**src/sv/kf3_pkg.sv**
```systemverilog
// Shared types, register indexes, bank layout and helper functions for the Kalman core.
package kf3_pkg;

	typedef struct packed {
		logic signed [31:0] measurement;
		logic signed [31:0] accel_in;
	} in_t;

	typedef struct packed {
		logic signed [31:0] filtered;
		logic signed [31:0] est_first;
		logic signed [31:0] est_second;
		logic signed [31:0] est_third;
		logic               sat_flag;
	} out_t;

	typedef struct packed {
		logic [47:0] f_row0;
		logic [47:0] f_row1;
		logic [47:0] f_row2;
		logic [47:0] c_vec;
		logic [47:0] q1_row0;
		logic [47:0] q1_row1;
		logic [47:0] q1_row2;
		logic [30:0] q2;
	} cfg_t;

	localparam logic [3:0] REG_F_ROW0  = 4'd0;
	localparam logic [3:0] REG_F_ROW1  = 4'd1;
	localparam logic [3:0] REG_F_ROW2  = 4'd2;
	localparam logic [3:0] REG_C_VEC   = 4'd3;
	localparam logic [3:0] REG_Q1_ROW0 = 4'd4;
	localparam logic [3:0] REG_Q1_ROW1 = 4'd5;
	localparam logic [3:0] REG_Q1_ROW2 = 4'd6;
	localparam logic [3:0] REG_Q2      = 4'd7;

	// Working bank layout: covariance, F*P scratch, state, P*C' (later C*P), gain, prediction.
	localparam int          BANK_DEPTH = 30;
	localparam logic [4:0]  P_BASE  = 5'd0;
	localparam logic [4:0]  FP_BASE = 5'd9;
	localparam logic [4:0]  X_BASE  = 5'd18;
	localparam logic [4:0]  KC_BASE = 5'd21;
	localparam logic [4:0]  G_BASE  = 5'd24;
	localparam logic [4:0]  XP_BASE = 5'd27;

	typedef enum logic [3:0] {
		OP_NOP,
		OP_LOAD,
		OP_MAC,
		OP_WRM,
		OP_LATCH,
		OP_MUL,
		OP_MULA,
		OP_UPD,
		OP_ADDA,
		OP_DIVST,
		OP_DIVRUN,
		OP_DIVWR,
		OP_OUT
	} op_e;

	typedef enum logic [1:0] {
		M_PLAIN,
		M_Q2,
		M_D,
		M_Q1
	} mode_e;

	typedef enum logic [1:0] {
		MAT_F,
		MAT_C,
		MAT_Q
	} mat_e;

	typedef struct packed {
		op_e        op;
		logic [4:0] ra;
		logic [4:0] wa;
		mat_e       mat;
		logic [1:0] row;
		logic [1:0] col;
		logic       clr;
		mode_e      mode;
		logic       to_filt;
		logic       sub;
	} cmd_t;

	typedef struct packed {
		logic div_last;
	} status_t;

	typedef struct packed {
		logic               ovf;
		logic signed [31:0] val;
	} sat_t;

	function automatic sat_t sat32(input logic signed [49:0] v);
		sat_t s;
		if (v > 50'sd2147483647) begin
			s.ovf = 1'b1;
			s.val = 32'sh7fffffff;
		end else if (v < -50'sd2147483648) begin
			s.ovf = 1'b1;
			s.val = 32'sh80000000;
		end else begin
			s.ovf = 1'b0;
			s.val = v[31:0];
		end
		return s;
	endfunction

	function automatic logic signed [15:0] coef16(input cfg_t c, input mat_e m,
			input logic [1:0] row, input logic [1:0] col);
		logic [47:0] r;
		logic [15:0] e;
		case (m)
			MAT_F: begin
				case (row)
					2'd0:    r = c.f_row0;
					2'd1:    r = c.f_row1;
					default: r = c.f_row2;
				endcase
			end
			MAT_Q: begin
				case (row)
					2'd0:    r = c.q1_row0;
					2'd1:    r = c.q1_row1;
					default: r = c.q1_row2;
				endcase
			end
			default: r = c.c_vec;
		endcase
		case (col)
			2'd0:    e = r[15:0];
			2'd1:    e = r[31:16];
			2'd2:    e = r[47:32];
			default: e = 16'd0;
		endcase
		return $signed(e);
	endfunction

	function automatic logic [4:0] addr3(input logic [4:0] base, input logic [1:0] row,
			input logic [1:0] col);
		return base + {2'b00, row, 1'b0} + {3'b000, row} + {3'b000, col};
	endfunction

endpackage

```
**src/sv/kf3_ctrl.sv**
```systemverilog
// Controller: sequences the filter update over the datapath, one item at a time.
module kf3_ctrl (
	input  logic             clk,
	input  logic             arst_n,
	input  logic             in_valid,
	output logic             in_stall,
	output logic             out_valid,
	input  logic             out_stall,
	input  kf3_pkg::status_t status,
	output kf3_pkg::cmd_t    cmd
);
	import kf3_pkg::*;

	typedef enum logic [3:0] {
		PH_IDLE,
		PH_KC,
		PH_R,
		PH_DIV,
		PH_ACC,
		PH_XP,
		PH_ALPHA,
		PH_X,
		PH_FILT,
		PH_CK,
		PH_P,
		PH_FP,
		PH_COV,
		PH_OUT
	} ph_t;

	ph_t        ph_q;
	logic [1:0] i_q, j_q, k_q;
	logic       out_valid_q;

	logic [1:0] k_last;
	logic       hold;
	logic       loop_i;
	logic       loop_j;
	logic       out_load;
	ph_t        ph_next;

	assign in_stall  = ph_q != PH_IDLE;
	assign out_valid = out_valid_q;
	assign out_load  = !out_valid_q || !out_stall;

	always_comb begin
		k_last  = 2'd3;
		hold    = 1'b0;
		loop_i  = 1'b0;
		loop_j  = 1'b0;
		ph_next = PH_OUT;
		case (ph_q)
			PH_KC:    begin loop_i = 1'b1; ph_next = PH_R; end
			PH_R:     ph_next = PH_DIV;
			PH_DIV: begin
				k_last  = 2'd2;
				loop_i  = 1'b1;
				hold    = (k_q == 2'd1) && !status.div_last;
				ph_next = PH_ACC;
			end
			PH_ACC:   begin k_last = 2'd0; ph_next = PH_XP; end
			PH_XP:    begin loop_i = 1'b1; ph_next = PH_ALPHA; end
			PH_ALPHA: ph_next = PH_X;
			PH_X:     begin k_last = 2'd2; loop_i = 1'b1; ph_next = PH_FILT; end
			PH_FILT:  ph_next = PH_CK;
			PH_CK:    begin loop_i = 1'b1; ph_next = PH_P; end
			PH_P: begin
				k_last  = 2'd2;
				loop_i  = 1'b1;
				loop_j  = 1'b1;
				ph_next = PH_FP;
			end
			PH_FP:    begin loop_i = 1'b1; loop_j = 1'b1; ph_next = PH_COV; end
			PH_COV:   begin loop_i = 1'b1; loop_j = 1'b1; ph_next = PH_OUT; end
			default: ;
		endcase
	end

	always_comb begin
		cmd         = '0;
		cmd.op      = OP_NOP;
		cmd.mat     = MAT_C;
		cmd.mode    = M_PLAIN;
		cmd.col     = k_q;
		cmd.clr     = k_q == 2'd0;
		case (ph_q)
			PH_IDLE: if (in_valid) cmd.op = OP_LOAD;
			PH_KC: begin
				cmd.op = (k_q == 2'd3) ? OP_WRM : OP_MAC;
				cmd.ra = addr3(P_BASE, i_q, k_q);
				cmd.wa = KC_BASE + {3'b000, i_q};
			end
			PH_R: begin
				cmd.op   = (k_q == 2'd3) ? OP_WRM : OP_MAC;
				cmd.ra   = KC_BASE + {3'b000, k_q};
				cmd.mode = M_Q2;
			end
			PH_DIV: begin
				case (k_q)
					2'd0:    cmd.op = OP_DIVST;
					2'd1:    cmd.op = OP_DIVRUN;
					default: cmd.op = OP_DIVWR;
				endcase
				cmd.ra = KC_BASE + {3'b000, i_q};
				cmd.wa = G_BASE + {3'b000, i_q};
			end
			PH_ACC: begin
				cmd.op = OP_ADDA;
				cmd.ra = X_BASE + 5'd2;
				cmd.wa = X_BASE + 5'd2;
			end
			PH_XP: begin
				cmd.op  = (k_q == 2'd3) ? OP_WRM : OP_MAC;
				cmd.ra  = X_BASE + {3'b000, k_q};
				cmd.mat = MAT_F;
				cmd.row = i_q;
				cmd.wa  = XP_BASE + {3'b000, i_q};
			end
			PH_ALPHA: begin
				cmd.op   = (k_q == 2'd3) ? OP_WRM : OP_MAC;
				cmd.ra   = XP_BASE + {3'b000, k_q};
				cmd.mode = M_D;
			end
			PH_X: begin
				case (k_q)
					2'd0:    cmd.op = OP_LATCH;
					2'd1:    cmd.op = OP_MULA;
					default: cmd.op = OP_UPD;
				endcase
				cmd.ra = (k_q == 2'd0) ? (G_BASE + {3'b000, i_q}) : (XP_BASE + {3'b000, i_q});
				cmd.wa = X_BASE + {3'b000, i_q};
			end
			PH_FILT: begin
				cmd.op      = (k_q == 2'd3) ? OP_WRM : OP_MAC;
				cmd.ra      = X_BASE + {3'b000, k_q};
				cmd.to_filt = 1'b1;
			end
			PH_CK: begin
				// C*P lands in the P*C' slots, which are spent by now
				cmd.op = (k_q == 2'd3) ? OP_WRM : OP_MAC;
				cmd.ra = addr3(P_BASE, k_q, i_q);
				cmd.wa = KC_BASE + {3'b000, i_q};
			end
			PH_P: begin
				case (k_q)
					2'd0: begin
						cmd.op = OP_LATCH;
						cmd.ra = G_BASE + {3'b000, i_q};
					end
					2'd1: begin
						cmd.op = OP_MUL;
						cmd.ra = KC_BASE + {3'b000, j_q};
					end
					default: begin
						cmd.op = OP_UPD;
						cmd.ra = addr3(P_BASE, i_q, j_q);
					end
				endcase
				cmd.wa  = addr3(P_BASE, i_q, j_q);
				cmd.sub = 1'b1;
			end
			PH_FP: begin
				cmd.op  = (k_q == 2'd3) ? OP_WRM : OP_MAC;
				cmd.ra  = addr3(P_BASE, k_q, j_q);
				cmd.mat = MAT_F;
				cmd.row = i_q;
				cmd.wa  = addr3(FP_BASE, i_q, j_q);
			end
			PH_COV: begin
				if (k_q == 2'd3) begin
					cmd.op   = OP_WRM;
					cmd.mode = M_Q1;
					cmd.mat  = MAT_Q;
					cmd.row  = i_q;
					cmd.col  = j_q;
				end else begin
					cmd.op  = OP_MAC;
					cmd.mat = MAT_F;
					cmd.row = j_q;
				end
				cmd.ra = addr3(FP_BASE, i_q, k_q);
				cmd.wa = addr3(P_BASE, i_q, j_q);
			end
			PH_OUT: if (out_load) cmd.op = OP_OUT;
			default: ;
		endcase
	end

	always_ff @(posedge clk or negedge arst_n) begin
		if (!arst_n) begin
			ph_q        <= PH_IDLE;
			i_q         <= '0;
			j_q         <= '0;
			k_q         <= '0;
			out_valid_q <= 1'b0;
		end else begin
			if (ph_q == PH_OUT && out_load) begin
				out_valid_q <= 1'b1;
			end else if (out_valid_q && !out_stall) begin
				out_valid_q <= 1'b0;
			end
			case (ph_q)
				PH_IDLE: begin
					if (in_valid) begin
						ph_q <= PH_KC;
						i_q  <= '0;
						j_q  <= '0;
						k_q  <= '0;
					end
				end
				PH_OUT: begin
					if (out_load) begin
						ph_q <= PH_IDLE;
					end
				end
				default: begin
					if (hold) begin
						k_q <= k_q;
					end else if (k_q != k_last) begin
						k_q <= k_q + 2'd1;
					end else begin
						k_q <= '0;
						if (loop_j && j_q != 2'd2) begin
							j_q <= j_q + 2'd1;
						end else begin
							j_q <= '0;
							if (loop_i && i_q != 2'd2) begin
								i_q <= i_q + 2'd1;
							end else begin
								i_q  <= '0;
								ph_q <= ph_next;
							end
						end
					end
				end
			endcase
		end
	end

endmodule
```
**config.mk**
```make
export PLATFORM = sky130hd
export DESIGN_NAME = kf3_ctrl
export DESIGN_NICKNAME = d
export VERILOG_FILES = /design/src/sv/kf3_pkg.sv /design/src/sv/kf3_ctrl.sv
export SDC_FILE = /design/constraint.sdc
export NUM_CORES = 1
export LEC_CHECK = 0
export BUFFER_PORTS_ARGS = -buffer_cell sky130_fd_sc_hd__buf_4
export CORE_ASPECT_RATIO = 0.5
export CORE_UTILIZATION = 30
export CTS_BUF_LIST = sky130_fd_sc_hd__clkbuf_8
export DETAILED_ROUTE_END_ITERATION = 8
export GPL_TIMING_DRIVEN = 1
export HOLD_SLACK_MARGIN = 0.15
export PLACE_DENSITY = 0.44
export SLEW_MARGIN = 20
export SYNTH_ARGS = -nofsm -noshare
export SYNTH_HDL_FRONTEND = slang
export SYNTH_SLANG_ARGS = --single-unit
```
**constraint.sdc**
```tcl
create_clock -name clk -period 9.9 [get_ports clk]
set_input_delay 0.99 -clock clk [delete_from_list [all_inputs] [get_ports clk]]
set_output_delay 0.99 -clock clk [all_outputs]
set_load 0.01 [all_outputs]
```
==> results.json <==
{
  "multiInputGateArea_um2": 1870,
  "rrSetupSlack_ps": 6670,
  "num-fill-cells": 792,
  "synthTopCellsByArea": "ha_1 (15%), dfrtp_1 (12%), nand2_1 (5.8%), fa_1 (5.2%), a21oi_1 (4.5%)",
  "dr_total_vias": 2552,
  "outcome": "finished, final reports clean",
  "place_congestion": 0.914,
  "slew_headroom_pct": 31.2,
  "holdPathStages": 2,
  "postSynthCellCount": 316,
  "reg2regPathDepth": 7,
  "critPathKind": "flip-flop to output port",
  "grt_remaining_overflow": 0,
  "cts_buffers": 3,
  "hold_start": "out_valid",
  "num_io_pins": 32,
  "rsz0062_at_grt": "no",
  "grt_antenna_before_repair": 0,
  "routedWlPerCell_um": 20.5,
  "grt_pass1_wl_mm": 14.0,
  "vdd_drop_max_mv": 0.124,
  "reg2reg_from": "ph_q[2]",
  "ant_nets": 0,
  "leakagePower_nw": 1.19,
  "synth_fp_nets": 355,
  "clk_path_buf_depth": 2,
  "ff_latch_area_um2": 275,
  "cts_root_buffer": "clkbuf_8",
  "holdBufCountCts": 0,
  "required_ps": 8910,
  "num_rows": 22,
  "dieWidth_um": 126,
  "grt_start_max_net_pins": 39,
  "worst-path-max-fanout": 12,
  "fin_util_pct": 35.8,
  "wl_mm": 8.80,
  "syn-cell-area_um2": 2320,
  "design.die.area_um2": 8110,
  "fin_tns_setup_ps": 0,
  "synth-main-ff-cell": "dfrtp_1",
  "hold_violations": 0,
  "ys_ff_latch": 11,
  "path_cells": "inv_1 > ha_1 > inv_1 > xnor2_1 > ha_1 > a21o_1 > a21oi_1 > nand3b_1 > o21ai_0 > a211o_1 > buf_4",
  "yosysWarnings": 0,
  "yosys.cell_types.count": 58,
  "min_period_ps": 4460,
  "yosysMostFrequentCell": "nand2_1",
  "syn_avg_cell_area_um2": 7.34,
  "slowest_delay_ps": 610,
  "start_kind": "flip-flop",
  "critPathSlowestCell": "ha_1",
  "layout-area-overhead-vs-synth_pct": 14.3,
  "crit_family": "adder cells",
  "grt_pass1_vias": 2533,
  "power_mw": 1.08,
  "portBuffers": 31,
  "clkSlewWorstSetupHoldPaths_ps": 60,
  "tritoncts": "done",
  "yosysSeqAreaShare_pct": 11.9,
  "floorplan.initialDensity_pct": 31.3,
  "placed_cells": 425,
  "drc_errors": 0,
  "finalMaxSlewViolations": 0,
  "routed_via_density": 5.95,
  "fin_skew_ps": 0.716,
  "first_pass_iters": 5,
  "hp-class": "flip-flop to flip-flop",
  "finalCritPeriodShare_pct": 45.1,
  "setup_viol": 0,
  "min_to": "out_valid",
  "fin_nets": 373,
  "crit_arrival_ps": 3470,
  "powerDensity_nw_per_um2": 408,
  "synthArstFlopShare_pct": 100,
  "drive_gt1_share_pct": 14.1,
  "core_area_um2": 7400,
  "worst_pin_slew_ps": 1030,
  "fmax_ghz": 0.224,
  "post_cts_resized": 0,
  "track_usage_pct": 22.4,
  "cts.htree.levels": 1,
  "finalHoldWorstSlack_ps": 527,
  "synth_edf_count": 0,
  "maxCapViolCount": 0,
  "cts_sinks": 11,
  "clock_latency_ps": 240,
  "ys_top_cells_by_count": "nand2_1 (36), ha_1 (28), inv_1 (22)",
  "layout.cells.non_filler": 429,
  "yosysTopAreaCell": "ha_1",
  "first_iter_violations": 278,
  "cp-end-kind": "output port",
  "cts_setup_buffers": 0,
  "post-dp-hpwl_mm": 6.43,
  "antennaDiodeCount": 0,
  "yosys.area.top_type_share_pct": 15.1,
  "crit_buf_inv": 3,
  "die_height_um": 64.2,
  "timing.rr.end": "ph_q[1]"
}
registers in the layout, summed over array words and instances, names as in the netlist:
name       count
out_valid      1
i_q            2
k_q            2
j_q            2
ph_q           4
worst min-delay path: stages, from the launching register on:
cell and delay [ps]:
dfrtp_1 350, nand2_1 80, nand2_1 60
logic make-up after synthesis:
logic type / synth area share [%]
buffers and inverters: 7.61
DFF: 11.9
muxes: 4.05
AOI/OAI and AO/OA: 28.6
and+or+nand+nor: 23.0
adders and majority gates: 20.3
xor gates and xnor gates: 4.53
where the power goes:
| group | internal (mW) | total, mW | switching (mW) | leakage (nW) |
|---|---|---|---|---|
| Combinational | 0.365 | 0.926 | 0.561 | 1.03 |
| Clock | 0.0278 | 0.0468 | 0.0191 | 0.0255 |
| Sequential | 0.0648 | 0.108 | 0.0430 | 0.140 |
| Total | 0.458 | 1.08 | 0.623 | 1.19 |
area by class of cell:
cell class,instances,area share (%)
Clock inverter,1,0.189
Inverter,23,3.26
Clock buffer,3,1.56
Multi-Input combinational cell,261,70.4
Timing Repair Buffer,34,9.63
Tap cell,96,4.53
Sequential cell,11,10.4
per-layer routing:
metal | global-route usage [%] | vias to the layer above | wire length, µm
met5 | 0 | - | 0
met3 | 5.03 | 22 | 924
met1 | 31.3 | 1190 | 3990
met2 | 33.2 | 152 | 3630
met4 | 8.43 | 0 | 264
li1 | - | 1188 | -
cell usage in the layout (no fill, tap or decap), drive strengths merged, types with 4 or more instances in the layout:
cell type and instances:
xnor2 7, inv 22, buf 34, a21o 7, dfrtp 11, fa 6
o22ai 6, o21ai 20, nor2 20, xor2 5, mux2i 6, a31oi 6
nand4 5, nor3b 4, nand3 14, nor3 7, a21oi 21, nand2b 5
ha 28, nand2 36
through the flow:
stage	worst slack (ps)	instance area (µm²)
after floorplan	5900	2320
after global placement	5780	2600
after detailed placement	5700	2600
after CTS	5430	2650
after global routing	5150	2650
final	5440	2650
worst max path at each step:
stage / slack, ps / from / endpoint / cells after the start
floorplan: 5900 / i_q[0] / cmd[13] / 10
global placement: 5780 / i_q[0] / cmd[13] / 9
detailed placement: 5700 / i_q[0] / cmd[19] / 11
CTS: 5430 / i_q[0] / cmd[19] / 11
global route: 5150 / i_q[0] / cmd[19] / 11
finish: 5440 / i_q[0] / cmd[19] / 11
Note: power is estimated with default switching activity, not from simulation.
