**config.mk**
```make
export PLATFORM = sky130hd
export DESIGN_NAME = kf3_regs
export DESIGN_NICKNAME = d
export VERILOG_FILES = /design/src/sv/kf3_pkg.sv /design/src/sv/kf3_regs.sv
export SDC_FILE = /design/constraint.sdc
export NUM_CORES = 1
export LEC_CHECK = 0
export BUFFER_PORTS_ARGS = -buffer_cell sky130_fd_sc_hd__buf_2
export CELL_PAD_IN_SITES_DETAIL_PLACEMENT = 0
export CELL_PAD_IN_SITES_GLOBAL_PLACEMENT = 1
export CORE_UTILIZATION = 40
export CTS_CLUSTER_SIZE = 28
export DETAILED_ROUTE_END_ITERATION = 12
export PLACE_DENSITY = 0.89
export SYNTH_ARGS = -nofsm -noshare
export SYNTH_HDL_FRONTEND = slang
export SYNTH_SLANG_ARGS = --single-unit
```
**constraint.sdc**
```tcl
create_clock -name clk -period 1.03 [get_ports clk]
set_clock_uncertainty 0.1 [all_clocks]
set_input_delay 0.1545 -clock clk [delete_from_list [all_inputs] [get_ports clk]]
set_output_delay 0.1545 -clock clk [all_outputs]
set_load 0.005 [all_outputs]
```
**src/sv/kf3_pkg.sv**
```systemverilog
// Shared types, register indexes, bank layout and helper functions for the Kalman core.
package kf3_pkg;

	typedef struct packed {
		logic signed [31:0] measurement;
		logic signed [31:0] accel_in;
	} in_t;

	typedef struct packed {
		logic signed [31:0] filtered;
		logic signed [31:0] est_first;
		logic signed [31:0] est_second;
		logic signed [31:0] est_third;
		logic               sat_flag;
	} out_t;

	typedef struct packed {
		logic [47:0] f_row0;
		logic [47:0] f_row1;
		logic [47:0] f_row2;
		logic [47:0] c_vec;
		logic [47:0] q1_row0;
		logic [47:0] q1_row1;
		logic [47:0] q1_row2;
		logic [30:0] q2;
	} cfg_t;

	localparam logic [3:0] REG_F_ROW0  = 4'd0;
	localparam logic [3:0] REG_F_ROW1  = 4'd1;
	localparam logic [3:0] REG_F_ROW2  = 4'd2;
	localparam logic [3:0] REG_C_VEC   = 4'd3;
	localparam logic [3:0] REG_Q1_ROW0 = 4'd4;
	localparam logic [3:0] REG_Q1_ROW1 = 4'd5;
	localparam logic [3:0] REG_Q1_ROW2 = 4'd6;
	localparam logic [3:0] REG_Q2      = 4'd7;

	// Working bank layout: covariance, F*P scratch, state, P*C' (later C*P), gain, prediction.
	localparam int          BANK_DEPTH = 30;
	localparam logic [4:0]  P_BASE  = 5'd0;
	localparam logic [4:0]  FP_BASE = 5'd9;
	localparam logic [4:0]  X_BASE  = 5'd18;
	localparam logic [4:0]  KC_BASE = 5'd21;
	localparam logic [4:0]  G_BASE  = 5'd24;
	localparam logic [4:0]  XP_BASE = 5'd27;

	typedef enum logic [3:0] {
		OP_NOP,
		OP_LOAD,
		OP_MAC,
		OP_WRM,
		OP_LATCH,
		OP_MUL,
		OP_MULA,
		OP_UPD,
		OP_ADDA,
		OP_DIVST,
		OP_DIVRUN,
		OP_DIVWR,
		OP_OUT
	} op_e;

	typedef enum logic [1:0] {
		M_PLAIN,
		M_Q2,
		M_D,
		M_Q1
	} mode_e;

	typedef enum logic [1:0] {
		MAT_F,
		MAT_C,
		MAT_Q
	} mat_e;

	typedef struct packed {
		op_e        op;
		logic [4:0] ra;
		logic [4:0] wa;
		mat_e       mat;
		logic [1:0] row;
		logic [1:0] col;
		logic       clr;
		mode_e      mode;
		logic       to_filt;
		logic       sub;
	} cmd_t;

	typedef struct packed {
		logic div_last;
	} status_t;

	typedef struct packed {
		logic               ovf;
		logic signed [31:0] val;
	} sat_t;

	function automatic sat_t sat32(input logic signed [49:0] v);
		sat_t s;
		if (v > 50'sd2147483647) begin
			s.ovf = 1'b1;
			s.val = 32'sh7fffffff;
		end else if (v < -50'sd2147483648) begin
			s.ovf = 1'b1;
			s.val = 32'sh80000000;
		end else begin
			s.ovf = 1'b0;
			s.val = v[31:0];
		end
		return s;
	endfunction

	function automatic logic signed [15:0] coef16(input cfg_t c, input mat_e m,
			input logic [1:0] row, input logic [1:0] col);
		logic [47:0] r;
		logic [15:0] e;
		case (m)
			MAT_F: begin
				case (row)
					2'd0:    r = c.f_row0;
					2'd1:    r = c.f_row1;
					default: r = c.f_row2;
				endcase
			end
			MAT_Q: begin
				case (row)
					2'd0:    r = c.q1_row0;
					2'd1:    r = c.q1_row1;
					default: r = c.q1_row2;
				endcase
			end
			default: r = c.c_vec;
		endcase
		case (col)
			2'd0:    e = r[15:0];
			2'd1:    e = r[31:16];
			2'd2:    e = r[47:32];
			default: e = 16'd0;
		endcase
		return $signed(e);
	endfunction

	function automatic logic [4:0] addr3(input logic [4:0] base, input logic [1:0] row,
			input logic [1:0] col);
		return base + {2'b00, row, 1'b0} + {3'b000, row} + {3'b000, col};
	endfunction

endpackage

```
**src/sv/kf3_regs.sv**
```systemverilog
// Configuration register file for the Kalman core.
module kf3_regs (
	input  logic                 clk,
	input  logic                 arst_n,
	input  logic                 cfg_valid,
	output logic                 cfg_ready,
	input  logic [3:0]           cfg_index,
	input  logic [47:0]          cfg_data,
	output kf3_pkg::cfg_t        cfg
);
	import kf3_pkg::*;

	cfg_t cfg_q;

	assign cfg_ready = 1'b1;
	assign cfg       = cfg_q;

	always_ff @(posedge clk or negedge arst_n) begin
		if (!arst_n) begin
			cfg_q.f_row0  <= 48'd4096;
			cfg_q.f_row1  <= 48'd268435456;
			cfg_q.f_row2  <= 48'd17592186044416;
			cfg_q.c_vec   <= 48'd4096;
			cfg_q.q1_row0 <= '0;
			cfg_q.q1_row1 <= '0;
			cfg_q.q1_row2 <= '0;
			cfg_q.q2      <= 31'd65536;
		end else if (cfg_valid) begin
			case (cfg_index)
				REG_F_ROW0:  cfg_q.f_row0  <= cfg_data;
				REG_F_ROW1:  cfg_q.f_row1  <= cfg_data;
				REG_F_ROW2:  cfg_q.f_row2  <= cfg_data;
				REG_C_VEC:   cfg_q.c_vec   <= cfg_data;
				REG_Q1_ROW0: cfg_q.q1_row0 <= cfg_data;
				REG_Q1_ROW1: cfg_q.q1_row1 <= cfg_data;
				REG_Q1_ROW2: cfg_q.q1_row2 <= cfg_data;
				REG_Q2:      cfg_q.q2      <= cfg_data[30:0];
				default: ;
			endcase
		end
	end

endmodule

```
==> results.sh, run 1 <==
export IMPL_io_pins=423
export IMPL_clk_latency_ns=0.51
export IMPL_initial_core_util_pct=40.87
export IMPL_synth_top_family_by_area="multiplexers"
export IMPL_final_nets=1629
export IMPL_power_mw=45.52
export IMPL_grt_usage_pct=25.99
export IMPL_cpPeakStageDelay_ns=0.54
export IMPL_grt_pass1_vias=10810
export IMPL_ir_drop_v=0.001407
export IMPL_start_kind="register"
export IMPL_antenna_found_initial=0
export IMPL_drc=0
export IMPL_synth_compound_area_share_pct=0
export IMPL_power_density_nw_per_um2=2043
export IMPL_cp_cell_sequence="buf_2"
export IMPL_first_pass_iters=4
export IMPL_rsz0062_at_grt="yes"
export IMPL_syn_inst=786
export IMPL_drt_total_wl_um=50200
export IMPL_yosysWarnings=0
export IMPL_ctsHtreeMaxLevel=2
export IMPL_synthAdderAreaFrac_pct=0
export IMPL_drive_gt1_share_pct=72.72
export IMPL_finalSetupViolations=734
export IMPL_grt_first_pass_wirelength_um=68360
export IMPL_crit_family="flip-flops"
export IMPL_drv_slew=0
export IMPL_first_iter_violations=365
export IMPL_synth_cell_types=16
export IMPL_die_x_um=187.6
export IMPL_crit_fanout=2
export IMPL_wl_per_cell_um=24.49
export IMPL_path_buf_inv=1
export IMPL_synthXorXnorAreaFrac_pct=0
export IMPL_hold_viol_final=0
export IMPL_synthToLayoutAreaGrowth_pct=61.75
export IMPL_via_per_inst=5.053
export IMPL_die_area_um2=35180
export IMPL_fp_row_count=67
export IMPL_core_area_um2=33700
export IMPL_final_min_clock_period_ns=1.413
export IMPL_largest_reg_flops=367
export IMPL_max_cap_violations=0
export IMPL_syn_nets=841
export IMPL_status="finished, violations left"
export IMPL_grt_overflow=0
export IMPL_critPathKind="reg2out"
export IMPL_dp_hpwl_um=25630
export IMPL_period_share_pct=137.2
export IMPL_yosysSeqAreaShare_pct=66.72
export IMPL_synthMuxAreaShare_pct=30.55
export IMPL_ys_ff_latch=367
export IMPL_worstPathRequired_ns=0.78
export IMPL_io_buffers=421
export IMPL_setup_slack_ns=-0.3832
export IMPL_postSynthAreaPerCell_um2=17.52
export IMPL_synthesis_area_um2=13770
export IMPL_grt_max_degree=37
export IMPL_synthSimpleGateAreaFrac_pct=0.7631
export IMPL_gp_congestion=0.7775
export IMPL_drtAntennaViolNets=0
export IMPL_arrival_ns=1.16
export IMPL_cts_clk_slew_worst_paths_ns=0.06
export IMPL_max_freq_mhz=707.6
export IMPL_dp_slack_ns=-0.6855
export IMPL_p_leak_nw=11.36
export IMPL_clk_path_buf_depth=3
export IMPL_cts_root_buf="clkbuf_16"
export IMPL_cts_buffers=38
export IMPL_failed_checks="setup timing"
export IMPL_cts_tree="done"
export IMPL_crit_slowest_cell="dfstp_2"
export IMPL_fp_dieH_um=187.6
export IMPL_min_path_type="in2async"
export IMPL_numClockSinks=367
export IMPL_dr_total_vias=10360
export IMPL_nFillCells=2211
export IMPL_crit_path_end_kind="primary output"
export IMPL_num_antenna_cells=0
## report_power, final
group	switching [mW]	internal [mW]	total, mW
logic	4.63	8.11	12.7
clock network	5.46	7.55	13.0
registers	1.94	17.8	19.8
## logic make-up (layout without fill, tap and decap cells)
group / after synthesis / count (layout)
mux: 367 / 367
buf+inv: 39 / 854
flops: 367 / 367
simple gates: 12 / 13
other cells: 1 / 1
## final cells by class
| cell class | count | area [um^2] | share of cell area, % |
|---|---|---|---|
| Multi-Input combinational cell | 381 | 4995 | 22.42 |
| Clock buffer | 66 | 1150 | 5.161 |
| Clock inverter | 2 | 10.01 | 0.04493 |
| Sequential cell | 367 | 9190 | 41.25 |
| Tap cell | 448 | 560.5 | 2.516 |
| Timing Repair Buffer | 786 | 6372 | 28.60 |
## through the flow
stage | setup TNS, ns | util [%] | area [um^2] | instances | hold WS (ns)
after floorplan | -99.25 | - | 14260 | 786 | -0.2411
after global placement | -209.97 | 51.21 | 17260 | 1673 | -0.07296
after detailed placement | -218.61 | 51.21 | 17260 | 1673 | -0.06866
after CTS | -141.10 | 62.86 | 21180 | 1958 | -0.01465
after global routing | -174.08 | 66.11 | 22280 | 2050 | 0.005225
final | -158.17 | 66.11 | 22280 | 2050 | 0.01960
## synth_stat cells
library cell / n / area share (%)
nand2_1: 2 / 0.055
mux2_1: 5 / 0.41
mux2_4: 20 / 2.2
buf_6: 9 / 0.74
or3_4: 1 / 0.082
nor2_1: 2 / 0.055
dfrtp_1: 362 / 66
nor3b_2: 3 / 0.27
buf_2: 24 / 0.87
nand3b_1: 2 / 0.11
dfstp_2: 5 / 0.95
and3_1: 1 / 0.045
conb_1: 1 / 0.027
mux2_2: 342 / 28
buf_4: 6 / 0.33
nand3b_4: 1 / 0.15
## what timing repair did
item                       in CTS  in global routing
hold buffers                   49                  0
hold endpoints to repair      734                  0
gates resized for setup        99                124
setup endpoints to repair     682                728
cloned                         29                 14
setup buffers                 139                107
pin swaps                       6                  6
## placed cells by master, fill, tap and decap left out, drive strengths merged
cell type    netlist  layout
and3               1       1
or3                1       1
nand2              2       3
nor2               2       2
dfstp              5       5
nand3b             3       3
mux2             367     367
dfrtp            362     362
buf               39     727
clkinv             0       2
dlygate4sd3        0      49
conb               1       1
clkbuf             0      76
nor3b              3       3
## worst reg2reg max path: cells and delay by family, from the launching register on
kind | cells | cell delay (ns)
muxes | 1 | 0.26
buffers and inverters | 2 | 0.28
DFF | 1 | 0.40
## layer usage
layer	GRT usage (%)	wire length [um]	up-vias	part of all wire (%)
met5	0	0	-	0
met4	11.23	2254	0	4.5
met3	6.363	3711	138	7.4
met2	43.16	24240	512	48
met1	32.29	20000	5333	40
li1	-	-	4375	-
## final timing paths
kind / slack [ns] / depth (start not counted) / end / from
setup / recovery: -0.38 / 1 / cfg[187] / cfg[187]
hold / removal: 0.02 / 2 / cfg[294] / arst_n
setup reg to reg: -0.11 / 3 / cfg[175] / cfg[175]
hold reg to reg: 0.40 / 1 / cfg[361] / cfg[361]
max in group asynchronous: 0.19 / 3 / cfg[299] / arst_n
min in group clk: 0.26 / 5 / cfg[23] / cfg_index[1]
No activity file was read; power rests on OpenSTA's default activity.
==> inputs of run 2 (changes only) <==
Settings changed: CORE_MARGIN set to 3.
==> results.sh, run 2 (synthesis results as in run 1) <==
export IMPL_status="finished, violations left"
export IMPL_failed_checks="hold timing, setup timing"
export IMPL_crit_fanout=2
export IMPL_finalSetupViolations=726
export IMPL_dp_slack_ns=-0.6628
export IMPL_cts_buffers=40
export IMPL_critPathKind="reg2out"
export IMPL_path_buf_inv=1
export IMPL_io_buffers=421
export IMPL_grt_usage_pct=24.13
export IMPL_max_freq_mhz=692.4
export IMPL_crit_path_end_kind="primary output"
export IMPL_nFillCells=2258
export IMPL_first_pass_iters=4
export IMPL_layout_common_cells="buf_2 (405), dfrtp_1 (362), buf_4 (209), mux2_2 (193), mux2_4 (174)"
export IMPL_cpPeakStageDelay_ns=0.55
export IMPL_fin_util_pct=65.95
export IMPL_die_area_um2=36700
export IMPL_io_pins=423
export IMPL_num_antenna_cells=0
export IMPL_seqCellArea_um2=9190
export IMPL_rsz0062_at_grt="yes"
export IMPL_dp_hpwl_um=25940
export IMPL_ir_drop_v=0.001766
export IMPL_p_leak_nw=11.34
export IMPL_core_area_um2=33700
export IMPL_antenna_found_initial=0
export IMPL_final_cells=2043
export IMPL_period_share_pct=140.2
export IMPL_holdWs_ns=-0.01911
export IMPL_gp_congestion=0.7698
export IMPL_drive_gt1_share_pct=73.61
export IMPL_final_min_clock_period_ns=1.444
export IMPL_power_density_nw_per_um2=2124
export IMPL_clk_latency_ns=0.52
export IMPL_cp_cell_sequence="buf_6"
export IMPL_clk_path_buf_depth=3
export IMPL_power_mw=47.22
export IMPL_ctsHtreeMaxLevel=2
export IMPL_initial_core_util_pct=40.87
export IMPL_fp_row_count=67
export IMPL_cts_hold_buffers=48
export IMPL_final_nets=1619
export IMPL_grt_first_pass_wirelength_um=66760
export IMPL_die_x_um=191.6
export IMPL_grt_pass1_vias=10830
export IMPL_numClockSinks=367
export IMPL_via_per_inst=5.037
export IMPL_drv_slew=0
export IMPL_max_cap_violations=0
export IMPL_grt_overflow=0
export IMPL_wl_per_cell_um=24.92
export IMPL_grt_max_degree=33
export IMPL_arrival_ns=1.19
export IMPL_drt_total_wl_um=50910
export IMPL_drtAntennaViolNets=0
export IMPL_synthToLayoutAreaGrowth_pct=61.37
export IMPL_drc=0
export IMPL_crit_family="flip-flops"
export IMPL_crit_slowest_cell="dfstp_2"
export IMPL_final_common_cell="buf_2"
export IMPL_multi_input_area_um2=4942
export IMPL_setup_slack_ns=-0.4143
export IMPL_first_iter_violations=380
export IMPL_cts_tree="done"
export IMPL_cts_root_buf="clkbuf_16"
export IMPL_start_kind="register"
export IMPL_fp_dieH_um=191.6
export IMPL_dr_total_vias=10290
export IMPL_cts_clk_slew_worst_paths_ns=0.07
export IMPL_dp_cells=1668
export IMPL_min_path_type="in2async"
export IMPL_worstPathRequired_ns=0.78
export IMPL_hold_viol_final=18
export IMPL_largest_reg_flops=367
[run 2: changes by cell type in the layout (fill, tap and decap cells not counted), moves of 6 or more]
cell	delta
buf_8	-11
clkbuf_1	-16
mux2_2	+8
mux2_4	-8
buf_4	+6
clkinv_2	+7
buf_2	-7
[run 2: per-stage QoR]
stage	TNS [ns]	area, um^2
after CTS	-131.48	20930
after global routing	-175.02	22230
after detailed placement	-213.05	17170
after floorplan	-99.25	14260
final	-153.31	22230
after global placement	-207.01	17170
[run 2: area by class of cell]
| cell class | instances | share of cell area (%) |
|---|---|---|
| clock buffers | 55 | 5.213 |
| clock inverters | 18 | 0.7600 |
| multi-input cells | 380 | 22.24 |
| flip-flops and latches | 367 | 41.35 |
| well taps | 448 | 2.522 |
| repair buffers | 775 | 27.92 |
[run 2: routing by layer]
layer	part of all wire, %	up-vias	global-route usage, %
met1	42	5334	31.38
met4	2.9	0	6.463
met3	7.5	107	6.345
met5	0	-	0
li1	-	4384	-
met2	48	465	40.24
[run 2: path summary, 6_finish.rpt]
kind	from	endpoint	slack, ns	cells after the start
max	cfg[331]	cfg[331]	-0.41	1
min	arst_n	cfg[305]	-0.02	2
max reg2reg	cfg[114]	cfg[114]	-0.14	3
min reg2reg	cfg[342]	cfg[342]	0.40	1
max in group asynchronous	arst_n	cfg[239]	0.21	4
min in group clk	cfg_data[6]	cfg[37]	0.12	2
[run 2: power by group]
group          internal [mW]  total, mW  switching [mW]
logic                   8.27       13.0            4.71
clock network           8.44       14.4            6.00
registers               17.8       19.8            1.98
total                   34.5       47.2            12.7
[run 2: what timing repair did]
action	in CTS	in global routing
pin swaps	3	6
setup buffers	125	112
endpoints found under the setup margin	609	710
gates resized for setup	94	82
endpoints found under the hold margin	726	7
gates cloned	23	18
==> inputs of run 3 (changes only) <==
Settings changed: ABC_AREA set to 1, CORE_UTILIZATION 40 to 39, PLACE_DENSITY 0.89 to 0.92, SLEW_MARGIN set to 5.
==> results.sh, run 3 <==
export IMPL_synth_most_common_cell="nand2_1"
export IMPL_nFillCells=3305
export IMPL_ys_ff_latch=367
export IMPL_cts_root_buf="clkbuf_16"
export IMPL_placed_area_um2=18690
export IMPL_max_freq_mhz=691.1
export IMPL_ys_flop_type="dfrtp_1"
export IMPL_crit_fanout=2
export IMPL_postSynthAreaPerCell_um2=8.775
export IMPL_power_mw=45.92
export IMPL_async_reset_ff_share_pct=100.0
export IMPL_largest_reg_flops=367
export IMPL_finalSetupViolations=368
export IMPL_synth_cell_types=18
export IMPL_failed_checks="setup timing"
export IMPL_cts_tree="done"
export IMPL_synthToLayoutAreaGrowth_pct=45.15
export IMPL_gp_congestion=0.7990
export IMPL_first_iter_violations=1212
export IMPL_min_path_type="in2reg"
export IMPL_arrival_ns=1.19
export IMPL_yosysWarnings=0
export IMPL_cp_cell_sequence="buf_6"
export IMPL_numClockSinks=367
export IMPL_crit_start="cfg[299]"
export IMPL_final_nets=2473
export IMPL_fp_row_count=72
export IMPL_crit_path_end_kind="primary output"
export IMPL_grt_first_pass_wirelength_um=83350
export IMPL_grt_max_degree=64
export IMPL_path_buf_inv=1
export IMPL_dp_hpwl_um=37130
export IMPL_period_share_pct=140.5
export IMPL_drive_gt1_share_pct=33.56
export IMPL_critPathKind="reg2out"
export IMPL_via_per_inst=5.100
export IMPL_syn_inst=1751
export IMPL_synth_edf_count=0
export IMPL_grt_usage_pct=25.67
export IMPL_synth_commonest_cells="nand2_1 (816), dfrtp_1 (362), nand4_1 (192)"
export IMPL_cpPeakStageDelay_ns=0.56
export IMPL_ir_drop_v=0.001225
export IMPL_final_area_um2=22300
export IMPL_drc=0
export IMPL_drtAntennaViolNets=0
export IMPL_layout_common_cells="nand2_1 (814), buf_2 (401), dfrtp_1 (362), buf_4 (273), nand4_1 (192)"
export IMPL_clk_path_buf_depth=3
export IMPL_grt_pass1_vias=14390
export IMPL_die_area_um2=41810
export IMPL_cts_clk_slew_worst_paths_ns=0.06
export IMPL_synth_top_area_share_pct=58.96
export IMPL_final_min_clock_period_ns=1.447
export IMPL_drt_total_wl_um=56810
export IMPL_wl_per_cell_um=19.13
export IMPL_r2r_start="cfg[125]"
export IMPL_crit_family="flip-flops"
export IMPL_grt_overflow=0
export IMPL_finalSetupTns_ns=-103.60
export IMPL_rsz0062_at_grt="yes"
export IMPL_yosysSeqAreaShare_pct=59.81
export IMPL_io_pins=423
export IMPL_io_buffers=421
export IMPL_hold_viol_final=0
export IMPL_setup_slack_ns=-0.4169
export IMPL_start_kind="register"
export IMPL_yosysTopAreaCell="dfrtp_1"
export IMPL_hp_start="cfg_valid"
export IMPL_die_x_um=204.5
export IMPL_ctsHtreeMaxLevel=2
export IMPL_crit_slowest_cell="dfstp_2"
export IMPL_first_pass_iters=5
export IMPL_cts_buffers=41
export IMPL_syn_nets=1806
export IMPL_clk_latency_ns=0.54
export IMPL_p_leak_nw=12.49
export IMPL_synthesis_area_um2=15360
export IMPL_antenna_found_initial=4
export IMPL_power_density_nw_per_um2=2059
export IMPL_final_common_cell="nand2_1"
export IMPL_worstPathRequired_ns=0.78
export IMPL_dr_total_vias=15150
export IMPL_synth_area_leaders="dfrtp_1 (59%), nand2_1 (20%), nand4_1 (7.8%)"
export IMPL_status="finished, violations left"
export IMPL_max_cap_violations=0
export IMPL_core_area_um2=38830
export IMPL_drv_slew=0
export IMPL_fp_dieH_um=204.5
export IMPL_initial_core_util_pct=39.57
run 3: changes by cell type in the layout (fill, tap and decap cells not counted), sizes merged, moves of 13 or more:
cell	change
clkbuf	-13
o21bai	+96
mux2	-367
inv	+102
nand4	+192
buf	+20
nand2	+814
run 3: routing by layer:
layer | vias up | GRT usage (%) | wire length (um)
li1 | 6899 | - | -
met1 | 7355 | 33.53 | 22640
met2 | 757 | 41.40 | 27010
met3 | 135 | 6.195 | 5145
met4 | 2 | 10.15 | 1994
met5 | - | 0 | 17
run 3: kinds of logic (layout without fill, tap and decap cells):
family,Yosys count,after routing,share of synthesized area [%]
buffers and inverters,263,961,7.109
other,1,4,0.02441
AOI/OAI and AO/OA,96,96,4.691
DFF,367,367,59.81
and+or+nand+nor,1024,1024,28.36
run 3: area by class of cell:
type / instances / area, um^2 / area share, %
multi-input combinational: 1121 / 5160 / 23.14
timing repair buffer: 785 / 5577 / 25.01
antenna: 3 / 7.507 / 0.03366
clock inverter: 17 / 127.6 / 0.5723
inverter: 102 / 382.9 / 1.717
sequential: 367 / 9190 / 41.21
clock buffer: 57 / 1209 / 5.420
tap: 518 / 648.1 / 2.906
run 3: timing repair:
| action | in CTS | in global routing |
|---|---|---|
| setup endpoints to repair | 367 | 374 |
| endpoints found under the hold margin | 734 | 2 |
| hold buffers | 51 | 3 |
| gates resized for setup | 12 | 9 |
| buffers inserted | 112 | 105 |
run 3: power by group:
part           internal, mW  switching (mW)
logic                  6.43            5.71
registers              17.5            1.83
clock network          8.48            5.93
total                  32.4            13.5
run 3: final timing paths:
check | end | slack, ns | cells past startpoint
setup / recovery | cfg[299] | -0.42 | 1
min in group asynchronous | cfg[219] | 0.06 | 3
hold / removal | cfg[299] | 0.05 | 4
max in group asynchronous | cfg[154] | 0.17 | 3
hold reg to reg | cfg[21] | 0.37 | 2
setup reg to reg | cfg[125] | -0.02 | 5
run 3: through the flow:
stage,setup slack (ns),cells,hold WS (ns),util (%)
CTS,-0.4569,2860,0.005048,55.21
finish,-0.4169,2970,0.04514,57.44
global placement,-0.4518,2623,-0.1535,48.12
floorplan,-0.04719,1751,-0.2411,-
global route,-0.4608,2969,0.02897,57.43
detailed placement,-0.4399,2623,-0.1524,48.12
